File: src/wou_pkg.sv
package wou_pkg;

    // Fixed formats.
    localparam int FRAC_BITS    = 24;
    localparam int DATA_W       = 32;
    localparam int INDEX_W      = 12;
    localparam int WEIGHT_COUNT = 4096;
    localparam int COEF_W       = 25;
    localparam int MODE_W       = 3;
    localparam int CFG_IDX_W    = 3;
    localparam int QUEUE_DEPTH  = 4;
    localparam int QPTR_W       = 2;

    // Square root and divider sizes.
    localparam int X_W      = DATA_W + FRAC_BITS;
    localparam int ROOT_W   = X_W / 2;
    localparam int SREM_W   = ROOT_W + 4;
    localparam int NUM_W    = DATA_W + FRAC_BITS + 1;
    localparam int QUO_W    = DATA_W;
    localparam int STORE_W  = 3 * DATA_W;

    // Pipeline stage positions.
    localparam int ST_MUL      = 1;
    localparam int ST_IAG      = 2;
    localparam int ST_RAD      = 3;
    localparam int ST_SQ0      = 4;
    localparam int ST_DPREP    = ST_SQ0 + ROOT_W;
    localparam int ST_DV0      = ST_DPREP + 1;
    localparam int ST_GN       = ST_DV0 + QUO_W;
    localparam int ST_T        = ST_GN + 1;
    localparam int ST_DN       = ST_T + 1;
    localparam int ST_WN       = ST_DN + 1;
    localparam int STAGE_COUNT = ST_WN + 1;

    // Operation and mode codes.
    localparam logic       OP_LOAD   = 1'b0;
    localparam logic       OP_APPLY  = 1'b1;
    localparam logic [2:0] MODE_SGD  = 3'd0;
    localparam logic [2:0] MODE_MOM  = 3'd1;
    localparam logic [2:0] MODE_RMS  = 3'd2;
    localparam logic [2:0] MODE_ADA  = 3'd3;
    localparam logic [2:0] MODE_MR   = 3'd4;

    // Configuration register indexes.
    localparam logic [2:0] CFG_MODE   = 3'd0;
    localparam logic [2:0] CFG_L2     = 3'd1;
    localparam logic [2:0] CFG_LR     = 3'd2;
    localparam logic [2:0] CFG_MOMENT = 3'd3;
    localparam logic [2:0] CFG_DECAY  = 3'd4;
    localparam logic [2:0] CFG_SHRINK = 3'd5;

    localparam logic [COEF_W-1:0] LR_RESET     = 25'd167772;
    localparam logic [COEF_W-1:0] MOMENT_RESET = 25'd15099494;
    localparam logic [COEF_W-1:0] DECAY_RESET  = 25'd15099494;
    localparam logic [COEF_W-1:0] SHRINK_RESET = 25'd16777216;

    localparam logic signed [DATA_W:0] ONE_Q = 33'(64'd1 << FRAC_BITS);
    localparam logic signed [DATA_W-1:0] SAT_MAX = 32'sh7FFF_FFFF;
    localparam logic signed [DATA_W-1:0] SAT_MIN = 32'sh8000_0000;

    typedef struct packed {
        logic [MODE_W-1:0] mode;
        logic              l2_on;
        logic [COEF_W-1:0] learn_rate;
        logic [COEF_W-1:0] momentum;
        logic [COEF_W-1:0] rms_decay;
        logic [COEF_W-1:0] shrink;
    } cfg_t;

    typedef struct packed {
        logic                     apply;
        logic [INDEX_W-1:0]       index;
        logic signed [DATA_W-1:0] value;
    } q_item_t;

    typedef struct packed {
        logic signed [DATA_W-1:0] val;
        logic                     clip;
    } sat_t;

    typedef struct packed {
        logic                     valid;
        logic                     apply;
        logic                     write;
        logic                     clip;
        logic                     ovf;
        logic [INDEX_W-1:0]       index;
        logic signed [DATA_W-1:0] g;
        logic signed [DATA_W-1:0] w;
        logic signed [DATA_W-1:0] d;
        logic signed [DATA_W-1:0] r;
        logic signed [DATA_W-1:0] base;
        logic signed [DATA_W-1:0] g2;
        logic signed [DATA_W-1:0] ar;
        logic signed [DATA_W-1:0] md;
        logic signed [DATA_W-1:0] lg;
        logic signed [DATA_W-1:0] iag2;
        logic signed [DATA_W-1:0] r3;
        logic signed [DATA_W-1:0] rn;
        logic signed [DATA_W-1:0] gn;
        logic signed [DATA_W-1:0] t;
        logic signed [DATA_W-1:0] dn;
        logic signed [DATA_W-1:0] step;
        logic signed [DATA_W-1:0] wn;
        logic [X_W-1:0]           x;
        logic [SREM_W-1:0]        srem;
        logic [ROOT_W-1:0]        root;
        logic [QUO_W-1:0]         nlo;
        logic [ROOT_W-1:0]        drem;
        logic [QUO_W-1:0]         q;
    } stage_t;

    // Saturate a 33-bit signed value to 32 bits.
    function automatic sat_t sat33(input logic signed [DATA_W:0] v);
        sat_t res;
        res.clip = 1'b0;
        res.val  = v[DATA_W-1:0];
        if (v > 33'(SAT_MAX)) begin
            res.clip = 1'b1;
            res.val  = SAT_MAX;
        end else if (v < 33'(SAT_MIN)) begin
            res.clip = 1'b1;
            res.val  = SAT_MIN;
        end
        return res;
    endfunction

    // Saturating add of two 32-bit signed values.
    function automatic sat_t add_sat(input logic signed [DATA_W-1:0] a,
                                     input logic signed [DATA_W-1:0] b);
        logic signed [DATA_W:0] s;
        s = 33'(a) + 33'(b);
        return sat33(s);
    endfunction

    // Fixed-point multiply, rounded half away from zero, saturated.
    function automatic sat_t mulq(input logic signed [DATA_W:0] a,
                                  input logic signed [DATA_W:0] b);
        logic signed [2*DATA_W+1:0] p;
        logic                       neg;
        logic [2*DATA_W+1:0]        mag;
        logic [2*DATA_W+1:0]        rnd;
        sat_t                       res;
        p   = a * b;
        neg = p[2*DATA_W+1];
        mag = neg ? 66'(-p) : 66'(p);
        rnd = (mag + (66'(1) << (FRAC_BITS - 1))) >> FRAC_BITS;
        res.clip = 1'b0;
        res.val  = neg ? -rnd[DATA_W-1:0] : rnd[DATA_W-1:0];
        if (!neg && rnd > 66'(SAT_MAX)) begin
            res.clip = 1'b1;
            res.val  = SAT_MAX;
        end else if (neg && rnd > (66'(1) << (DATA_W - 1))) begin
            res.clip = 1'b1;
            res.val  = SAT_MIN;
        end
        return res;
    endfunction

    // One minus an unsigned coefficient, as a signed value.
    function automatic logic signed [DATA_W:0] one_minus(input logic [COEF_W-1:0] c);
        return ONE_Q - 33'(c);
    endfunction

endpackage

File: src/wou_front.sv
module wou_front (
    input  logic                       clk,
    input  logic                       rst_n,
    input  logic                       in_valid,
    output logic                       in_stall,
    input  logic                       operation,
    input  logic [wou_pkg::INDEX_W-1:0] index,
    input  logic signed [wou_pkg::DATA_W-1:0] value,
    output logic                       q_valid,
    output wou_pkg::q_item_t           q_item,
    input  logic                       q_pop
);

    wou_pkg::q_item_t               entry_reg [wou_pkg::QUEUE_DEPTH];
    logic [wou_pkg::QPTR_W-1:0]     wr_ptr_reg;
    logic [wou_pkg::QPTR_W-1:0]     rd_ptr_reg;
    logic [wou_pkg::QPTR_W:0]       count_reg;
    logic [wou_pkg::QPTR_W:0]       count_next;
    logic                           push;
    wou_pkg::q_item_t               classified;

    // Classify the incoming item.
    always_comb
    begin
        classified.apply = (operation == wou_pkg::OP_APPLY);
        classified.index = index;
        classified.value = value;
    end

    assign in_stall = (count_reg == (wou_pkg::QPTR_W + 1)'(wou_pkg::QUEUE_DEPTH));
    assign push     = in_valid && !in_stall;
    assign q_valid  = (count_reg != '0);
    assign q_item   = entry_reg[rd_ptr_reg];

    always_comb
    begin
        count_next = count_reg;
        if (push && !q_pop)
        begin
            count_next = count_reg + 1'b1;
        end
        else if (!push && q_pop)
        begin
            count_next = count_reg - 1'b1;
        end
    end

    // Queue pointers and fill count.
    always_ff @(posedge clk or negedge rst_n)
    begin
        if (!rst_n)
        begin
            wr_ptr_reg <= '0;
            rd_ptr_reg <= '0;
            count_reg  <= '0;
        end
        else
        begin
            count_reg <= count_next;
            if (push)
            begin
                wr_ptr_reg <= wr_ptr_reg + 1'b1;
            end
            if (q_pop)
            begin
                rd_ptr_reg <= rd_ptr_reg + 1'b1;
            end
        end
    end

    // Queue storage.
    always_ff @(posedge clk)
    begin
        if (push)
        begin
            entry_reg[wr_ptr_reg] <= classified;
        end
    end

endmodule

File: config.mk
export PLATFORM = sky130hd
export DESIGN_NAME = wou_front
export DESIGN_NICKNAME = d
export VERILOG_FILES = /design/src/wou_pkg.sv /design/src/wou_front.sv
export SDC_FILE = /design/constraint.sdc
export NUM_CORES = 1
export LEC_CHECK = 0
export BUFFER_PORTS_ARGS = -buffer_cell sky130_fd_sc_hd__buf_4
export CORE_UTILIZATION = 59
export CTS_CLUSTER_DIAMETER = 120
export DETAILED_ROUTE_END_ITERATION = 8
export GPL_TIMING_DRIVEN = 1
export PLACE_DENSITY_LB_ADDON = 0.15
export RECOVER_POWER = 50
export SYNTH_ARGS = -nofsm -noshare
export SYNTH_HDL_FRONTEND = slang
export SYNTH_SLANG_ARGS = --single-unit
File: constraint.sdc
create_clock -name clk -period 4.3 [get_ports clk]
set_input_delay 0.86 -clock clk [delete_from_list [all_inputs] [get_ports clk]]
set_output_delay 0.86 -clock clk [all_outputs]
set_load 0.01 [all_outputs]
==> results of run 1 <==
worst max-delay path by stage:
stage / start / end / slack (ns) / depth (start not counted)
after detailed placement: rd_ptr_reg[0] / q_item[41] / 1.54 / 2
after global routing: rd_ptr_reg[0] / q_item[10] / 0.99 / 2
after CTS: rd_ptr_reg[0] / q_item[41] / 1.06 / 2
after floorplan: in_valid / entry_reg[0][0] / 1.67 / 3
after global placement: rd_ptr_reg[0] / q_item[41] / 1.53 / 2
final: rd_ptr_reg[0] / q_item[41] / 1.14 / 2
cells by family (layout without fill, tap and decap cells):
group,count (synthesis),after routing,synth area share (%)
flip-flops,187,187,80.48
buffers and inverters,15,139,1.804
XOR/XNOR,6,6,0.7580
AND/OR/NAND/NOR,9,9,0.8300
adder cells (fa/ha/maj),6,6,1.191
multiplexers,47,47,14.94
per-layer routing:
layer,vias to the layer above,part of all wire [%],track usage (%)
met4,0,1.4,9.333
met1,1534,42,27.61
met3,15,5.8,5.214
met5,-,0,0
li1,1368,-,-
met2,91,51,31.26
where the power goes:
| group | total [mW] | internal [mW] | switching [mW] |
|---|---|---|---|
| Clock | 1.29 | 0.717 | 0.574 |
| Combinational | 1.60 | 0.888 | 0.708 |
| Sequential | 2.68 | 2.41 | 0.265 |
| Total | 5.57 | 4.02 | 1.55 |
final cells by class:
| cell class | instances | area [sq um] | share of cell area, % |
|---|---|---|---|
| inverter | 4 | 15.01 | 0.1854 |
| multi-input combinational | 68 | 1226 | 15.14 |
| clock buffer | 23 | 447.9 | 5.532 |
| clock inverter | 7 | 27.53 | 0.3400 |
| sequential | 187 | 5585 | 68.98 |
| timing repair buffer | 105 | 615.6 | 7.603 |
| tap | 143 | 178.9 | 2.210 |
worst register-to-register path, delay by kind of cell (launching register included):
kind                   cells  cell delay (ns)
DFF                        1             0.39
and+or+nand+nor            3             1.65
buffers and inverters      1             0.43
cells in the final DEF, fill, tap and decap left out, drive strengths merged:
master and count:
edfxtp 180, clkbuf 69, buf 59, mux4 45
clkinv 7, dfrtp 7, ha 5, inv 4
and2 4, xnor2 3, xor2 3, mux2 2
nor3b 1, nor2b 1, or3 1, nand2 1
nor2 1, fa 1
through the flow:
stage	total power, mW	cells
3_5_place_dp	4.370	507
3_3_place_gp	4.335	507
2_1_floorplan	3.673	270
4_1_cts	5.660	537
5_1_grt	5.815	537
6_report	5.568	537
==> key figures, run 1 <==
Worst setup path
  • Nature of the critical path endpoint: output pin
  • Crit path required time: 3.44 ns
  • Worst path max stage delay: 1.04 ns
  • Critical path class: flip-flop to output pin
  • RR Endpoint: entry_reg[0][8]
  • Arrival time at the worst endpoint: 2.30 ns
  • Count of buffer and inverter cells on the critical path: 1
  • Kind of cell adding the most delay to the critical path: flip-flops
  • R2R Path Start: count_reg[2]
  • Category of the worst setup path launch point: flip-flop
  • Max FO, Critical Path: 47
  • Cell-by-cell listing of the critical path: mux4_2, buf_4
  • Internal reg-to-reg setup slack: 1.51 ns
  • Crit path max-delay cell type: sky130_fd_sc_hd__dfrtp_4
  • FF-to-FF path depth: 4

Logic synthesis
  • Number of synthesized register bits: 187
  • Synthesized netlist cell count: 270
  • Cell Area, Synth: 0.006934 sq mm
  • Most numerous cell in the Yosys netlist: sky130_fd_sc_hd__edfxtp_1
  • Biggest area contributors in the synthesized netlist: sky130_fd_sc_hd__edfxtp_1, sky130_fd_sc_hd__mux4_2, sky130_fd_sc_hd__dfrtp_1
  • Warnings, synthesis: 0
  • Sequential fraction of the synthesis area: 80.48%
  • Syn_nets: 325
  • Flip-flop cell with the highest count after synthesis: sky130_fd_sc_hd__edfxtp_1
  • Mean instance size in the synthesized netlist: 25.68 sq um
  • Post-synth top cells: sky130_fd_sc_hd__edfxtp_1, sky130_fd_sc_hd__mux4_2, sky130_fd_sc_hd__dfrtp_1
  • Post-synth top area share: 77.95%
  • Share of flip-flops with an asynchronous set or reset: 3.743%
  • Synth unique cells: 20
  • Number of enable-type register cells in the synthesized netlist: 180
  • Dominant cell type by area after synthesis: sky130_fd_sc_hd__edfxtp_1

Timing
  • Max-slew violation count: 0
  • Achievable Freq: 316.5 MHz
  • Max_slew headroom: 11.71%
  • Max Clock Skew: 0.01285 ns
  • Slew at the pin with the worst max-slew slack: 1.324 ns
  • Final critical path time including I/O delays and setup: 3.159 ns
  • Sum Neg Setup Slack: 0 ns
  • Setup ws final: 1.141 ns
  • Count of final hold-check violations: 0
  • Unrepaired setup endpoints after global routing: false
  • Final setup fails: 0
  • Fin crit share: 73.47%
  • WHS: 0.3270 ns

Die
  • Die Span X: 110.4 um
  • Starting Density: 60.73%
  • Placement row count: 39
  • Boundary pin count: 96
  • Die boundary height: 110.4 um
  • Floorplan die area: 0.01219 sq mm
  • Total core area: 0.01142 sq mm

Drt
  • Remaining number of nets flagged by the antenna check after routing: 0
  • Final wirelength: 11.31 mm
  • Total DRC errors in the routed layout: 0
  • WL/cell: 21.06 um
  • Overall via count from detail_route: 3,008
  • TritonRoute pass-1 iters: 5
  • Number of DRC markers after the initial detailed-route iteration: 185
  • Ratio of routed vias to standard cells: 5.601

Finish
  • Proportion of layout cells with a drive suffix above 1: 32.49%
  • Final cell area excluding filler cells: 0.008097 sq mm
  • Number of flip-flops under the largest register name: 180
  • Nets: 438
  • Final core occ: 70.91%
  • Area Growth Syn to Fin: 16.76%
  • Layout filler cell count: 738
  • Number of antenna repair diodes: 0

Place
  • IO Port Bufs: 95
  • Standard cell area after detailed placement: 0.007801 sq mm
  • Final HPWL DP: 7.000 mm
  • Post-place setup slack: 1.537 ns
  • Final Wtd Congestion: 0.6835

GRT
  • Via count of the first global-routing pass: 3,109
  • Wire length of the first global-routing pass: 17.49 mm
  • Antenna violations before repair: 0
  • Grt ovf: 0
  • Largest net degree at the start of global routing: 48
  • All-layer global routing usage: 20.24%

Pwr
  • Worst voltage drop across the vdd grid: 0.0003930 V
  • Total power density per cell area: 687.7 mW/mm^2
  • Static Leak: 2.699 nW

Outcome
  • Status: completed

CTS
  • Root Buffer Master: sky130_fd_sc_hd__clkbuf_16
  • Maximum level of the CTS H-tree: 4
  • Clock-pin slew of the registers on the worst-case setup and hold paths: 0.06 ns
  • Count of buffers added by post-CTS timing repair for setup: 0
  • Insertion delay to the later sink of the worst-skew pair: 0.43 ns
  • Gates resized, CTS repair: 0
  • Number of hold buffers added after cts: 0
  • Clock buffers created by TritonCTS: 17
  • Clock tree from TritonCTS: done
  • Clock sink total: 187
  • Worst-case clock buffer depth: 2

Job
  • Max-capacitance violation count: 0

Hold path
  • Type of the most critical hold path: input port to async pin
(Power assumes the default switching activity.)
==> run 2: changes to the inputs <==
CORE_UTILIZATION = 57   (was 59)
clock period = 3.02 ns   (was 4.3 ns; I/O delays follow)
==> run 2 against run 1 <==
Against the previous run: the run now ends with DRC left; global-route usage is 0.45 points lower; register-to-register slack worse by 1.2 ns; routed wire length is 1.9% lower; clock skew is 0.0042 ns lower; sequential cell count stayed put; clock power is 58% higher; combinational power is 51% higher; core utilization is 0.10 points higher; first-iteration DRC count is 57% higher; cell count is 0.74% higher; hold slack better by 0.061 ns; critical endpoint is now q_item[44]; highest routed layer unchanged.
==> key figures, run 2 (same netlist as run 1, synthesis figures left out) <==
Finish
  • Number of antenna repair diodes: 0 (unchanged)
  • Number of flip-flops under the largest register name: 180 (unchanged)
  • Nets: 441 (was 438)
  • Final core occ: 71.01% (was 70.91%)
  • Most used cells in the layout excluding fill and tap cells: sky130_fd_sc_hd__edfxtp_1, sky130_fd_sc_hd__buf_4, sky130_fd_sc_hd__clkbuf_1 (unchanged)
  • Commonest non-fill, non-tap cell in the layout: sky130_fd_sc_hd__edfxtp_1 (unchanged)
  • Area Growth Syn to Fin: 18.93% (was 16.76%)
  • Final cell area excluding filler cells: 0.008247 sq mm (was 0.008097 sq mm)
  • Proportion of layout cells with a drive suffix above 1: 34.17% (was 32.49%)
  • Count of non-filler cells in the finished layout: 541 (was 537)

Pwr
  • Share of total power in sequential cells: 45.7% (was 48.1%)
  • Total chip power: 8.215 mW (was 5.568 mW)
  • Static Leak: 2.760 nW (was 2.699 nW)
  • Cell internal pwr: 5.987 mW (was 4.020 mW)
  • Part of the power in the clock network: 24.8% (was 23.2%)
  • Proportion of total power due to net switching: 27.13% (was 27.80%)
  • Switching Power: 2.229 mW (was 1.548 mW)
  • Total power density per cell area: 996.2 mW/mm^2 (was 687.7 mW/mm^2)
  • Combinational Power Share: 29.5% (was 28.7%)
  • Worst voltage drop across the vdd grid: 0.0006462 V (was 0.0003930 V)

CTS
  • Root Buffer Master: sky130_fd_sc_hd__clkbuf_16 (unchanged)
  • Clock buffers created by TritonCTS: 17 (unchanged)
  • Worst-case clock buffer depth: 2 (unchanged)
  • Clock tree from TritonCTS: done (unchanged)
  • Insertion delay to the later sink of the worst-skew pair: 0.41 ns (was 0.43 ns)
  • Maximum level of the CTS H-tree: 4 (unchanged)
  • Clock sink total: 187 (unchanged)
  • Count of buffers added by post-CTS timing repair for setup: 0 (unchanged)
  • Clock-pin slew of the registers on the worst-case setup and hold paths: 0.06 ns (about the same)

Worst setup path
  • Critical path class: flip-flop to output pin (unchanged)
  • Crit path required time: 2.42 ns (was 3.44 ns)
  • Max FO, Critical Path: 30 (was 47)
  • Nature of the critical path endpoint: output pin (unchanged)
  • Arrival time at the worst endpoint: 2.21 ns (was 2.30 ns)
  • Internal reg-to-reg setup slack: 0.36 ns (was 1.51 ns)
  • Category of the worst setup path launch point: flip-flop (unchanged)

GRT
  • Via count of the first global-routing pass: 3,295 (was 3,109)
  • All-layer global routing usage: 19.79% (was 20.24%)
  • Wire length of the first global-routing pass: 17.91 mm (was 17.49 mm)
  • Antenna violations before repair: 0 (unchanged)
  • Largest net degree at the start of global routing: 46 (was 48)
  • Grt ovf: 0 (unchanged)

Die
  • Die Span X: 112.3 um (was 110.4 um)
  • Starting Density: 59.71% (was 60.73%)
  • Floorplan die area: 0.01261 sq mm (was 0.01219 sq mm)
  • Total core area: 0.01161 sq mm (was 0.01142 sq mm)
  • Boundary pin count: 96 (unchanged)
  • Die boundary height: 112.3 um (was 110.4 um)
  • Placement row count: 39 (unchanged)

Place
  • DP Cell Count: 509 (was 507)
  • IO Port Bufs: 95 (unchanged)
  • Final HPWL DP: 6.904 mm (was 7.000 mm)
  • Post-place setup slack: 0.5334 ns (was 1.537 ns)
  • Final Wtd Congestion: 0.6975 (was 0.6835)
  • Standard cell area after detailed placement: 0.007891 sq mm (was 0.007801 sq mm)

Drt
  • Final wirelength: 11.10 mm (was 11.31 mm)
  • Overall via count from detail_route: 3,047 (was 3,008)
  • Number of DRC markers after the initial detailed-route iteration: 290 (was 185)
  • TritonRoute pass-1 iters: 6 (was 5)
  • Remaining number of nets flagged by the antenna check after routing: 0 (unchanged)
  • WL/cell: 20.51 um (was 21.06 um)
  • Ratio of routed vias to standard cells: 5.632 (was 5.601)
  • Total DRC errors in the routed layout: 8 (was 0)

Timing
  • Count of final hold-check violations: 0 (unchanged)
  • Achievable Freq: 355.2 MHz
  • Sum Neg Setup Slack: 0 ns (unchanged)
  • Unrepaired setup endpoints after global routing: false (unchanged)
  • Setup ws final: 0.2049 ns (was 1.141 ns)
  • Max Clock Skew: 0.008623 ns (was 0.01285 ns)
  • Final setup fails: 0 (unchanged)
  • Final critical path time including I/O delays and setup: 2.815 ns
  • WHS: 0.3879 ns (was 0.3270 ns)
  • Slew at the pin with the worst max-slew slack: 1.303 ns (was 1.324 ns)
  • Max_slew headroom: 13.16% (was 11.71%)
  • Fin crit share: 93.22%
  • Max-slew violation count: 0 (unchanged)

Outcome
  • Violated checks: DRC
  • Status: finished, violations left (was completed)

Hold path
  • Type of the most critical hold path: input port to flip-flop (was input port to async pin)

Job
  • Max-capacitance violation count: 0 (unchanged)
-- run 2: cell count changes in the layout (fill, tap and decap cells not counted), moves of 2 or more --
cell                        previous run  this run
sky130_fd_sc_hd__bufinv_16             0         2
sky130_fd_sc_hd__and2_0                2         0
sky130_fd_sc_hd__buf_12                0         5
sky130_fd_sc_hd__buf_4                59        54
sky130_fd_sc_hd__and2_2                2         4
sky130_fd_sc_hd__clkinv_1              6         4
-- run 2: cell type report --
type,count,area [sq um]
clock inverter,10,101.3
clock buffer,21,440.4
timing repair buffer,108,696.9
sequential,187,5585
fill,751,3367
multi-input combinational,68,1229
tap,143,178.9
inverter,4,15.01
-- run 2: what timing repair did --
item | 4_1_cts | 5_1_grt
hold buffers | 1 | 0
gates resized for setup | 0 | 0
endpoints found under the hold margin | 7 | 0
-- run 2: worst max-delay path, stage by stage (launching register included) --
cell and delay, ns:
sky130_fd_sc_hd__dfrtp_4 0.83, sky130_fd_sc_hd__buf_4 0.28, sky130_fd_sc_hd__mux4_2 0.52, sky130_fd_sc_hd__buf_4 0.16
-- run 2: routing by layer --
| metal | up-vias | part of all wire [%] | GRT usage, % |
|---|---|---|---|
| met4 | 0 | 0.53 | 5.600 |
| met2 | 82 | 51 | 31.14 |
| met5 | - | 0 | 0 |
| li1 | 1369 | - | - |
| met3 | 4 | 4.6 | 6.371 |
| met1 | 1592 | 44 | 27.17 |
-- run 2: power by group through the flow --
stage	registers, mW	clock network (mW)	logic, mW
2_1_floorplan	3.60	0	1.63
3_3_place_gp	3.79	0	2.49
3_5_place_dp	3.82	0	2.52
4_1_cts	3.77	2.08	2.52
5_1_grt	3.83	2.19	2.59
6_report	3.76	2.04	2.42
-- run 2: worst paths after layout --
kind                                    to          start  cells past startpoint
min reg2reg                   count_reg[2]   count_reg[2]                      1
max reg2reg                entry_reg[2][7]   count_reg[2]                      4
min                          rd_ptr_reg[0]          q_pop                      2
min in group asynchronous    rd_ptr_reg[0]          rst_n                      2
max                             q_item[44]  rd_ptr_reg[0]                      3
max in group asynchronous    rd_ptr_reg[0]          rst_n                      2
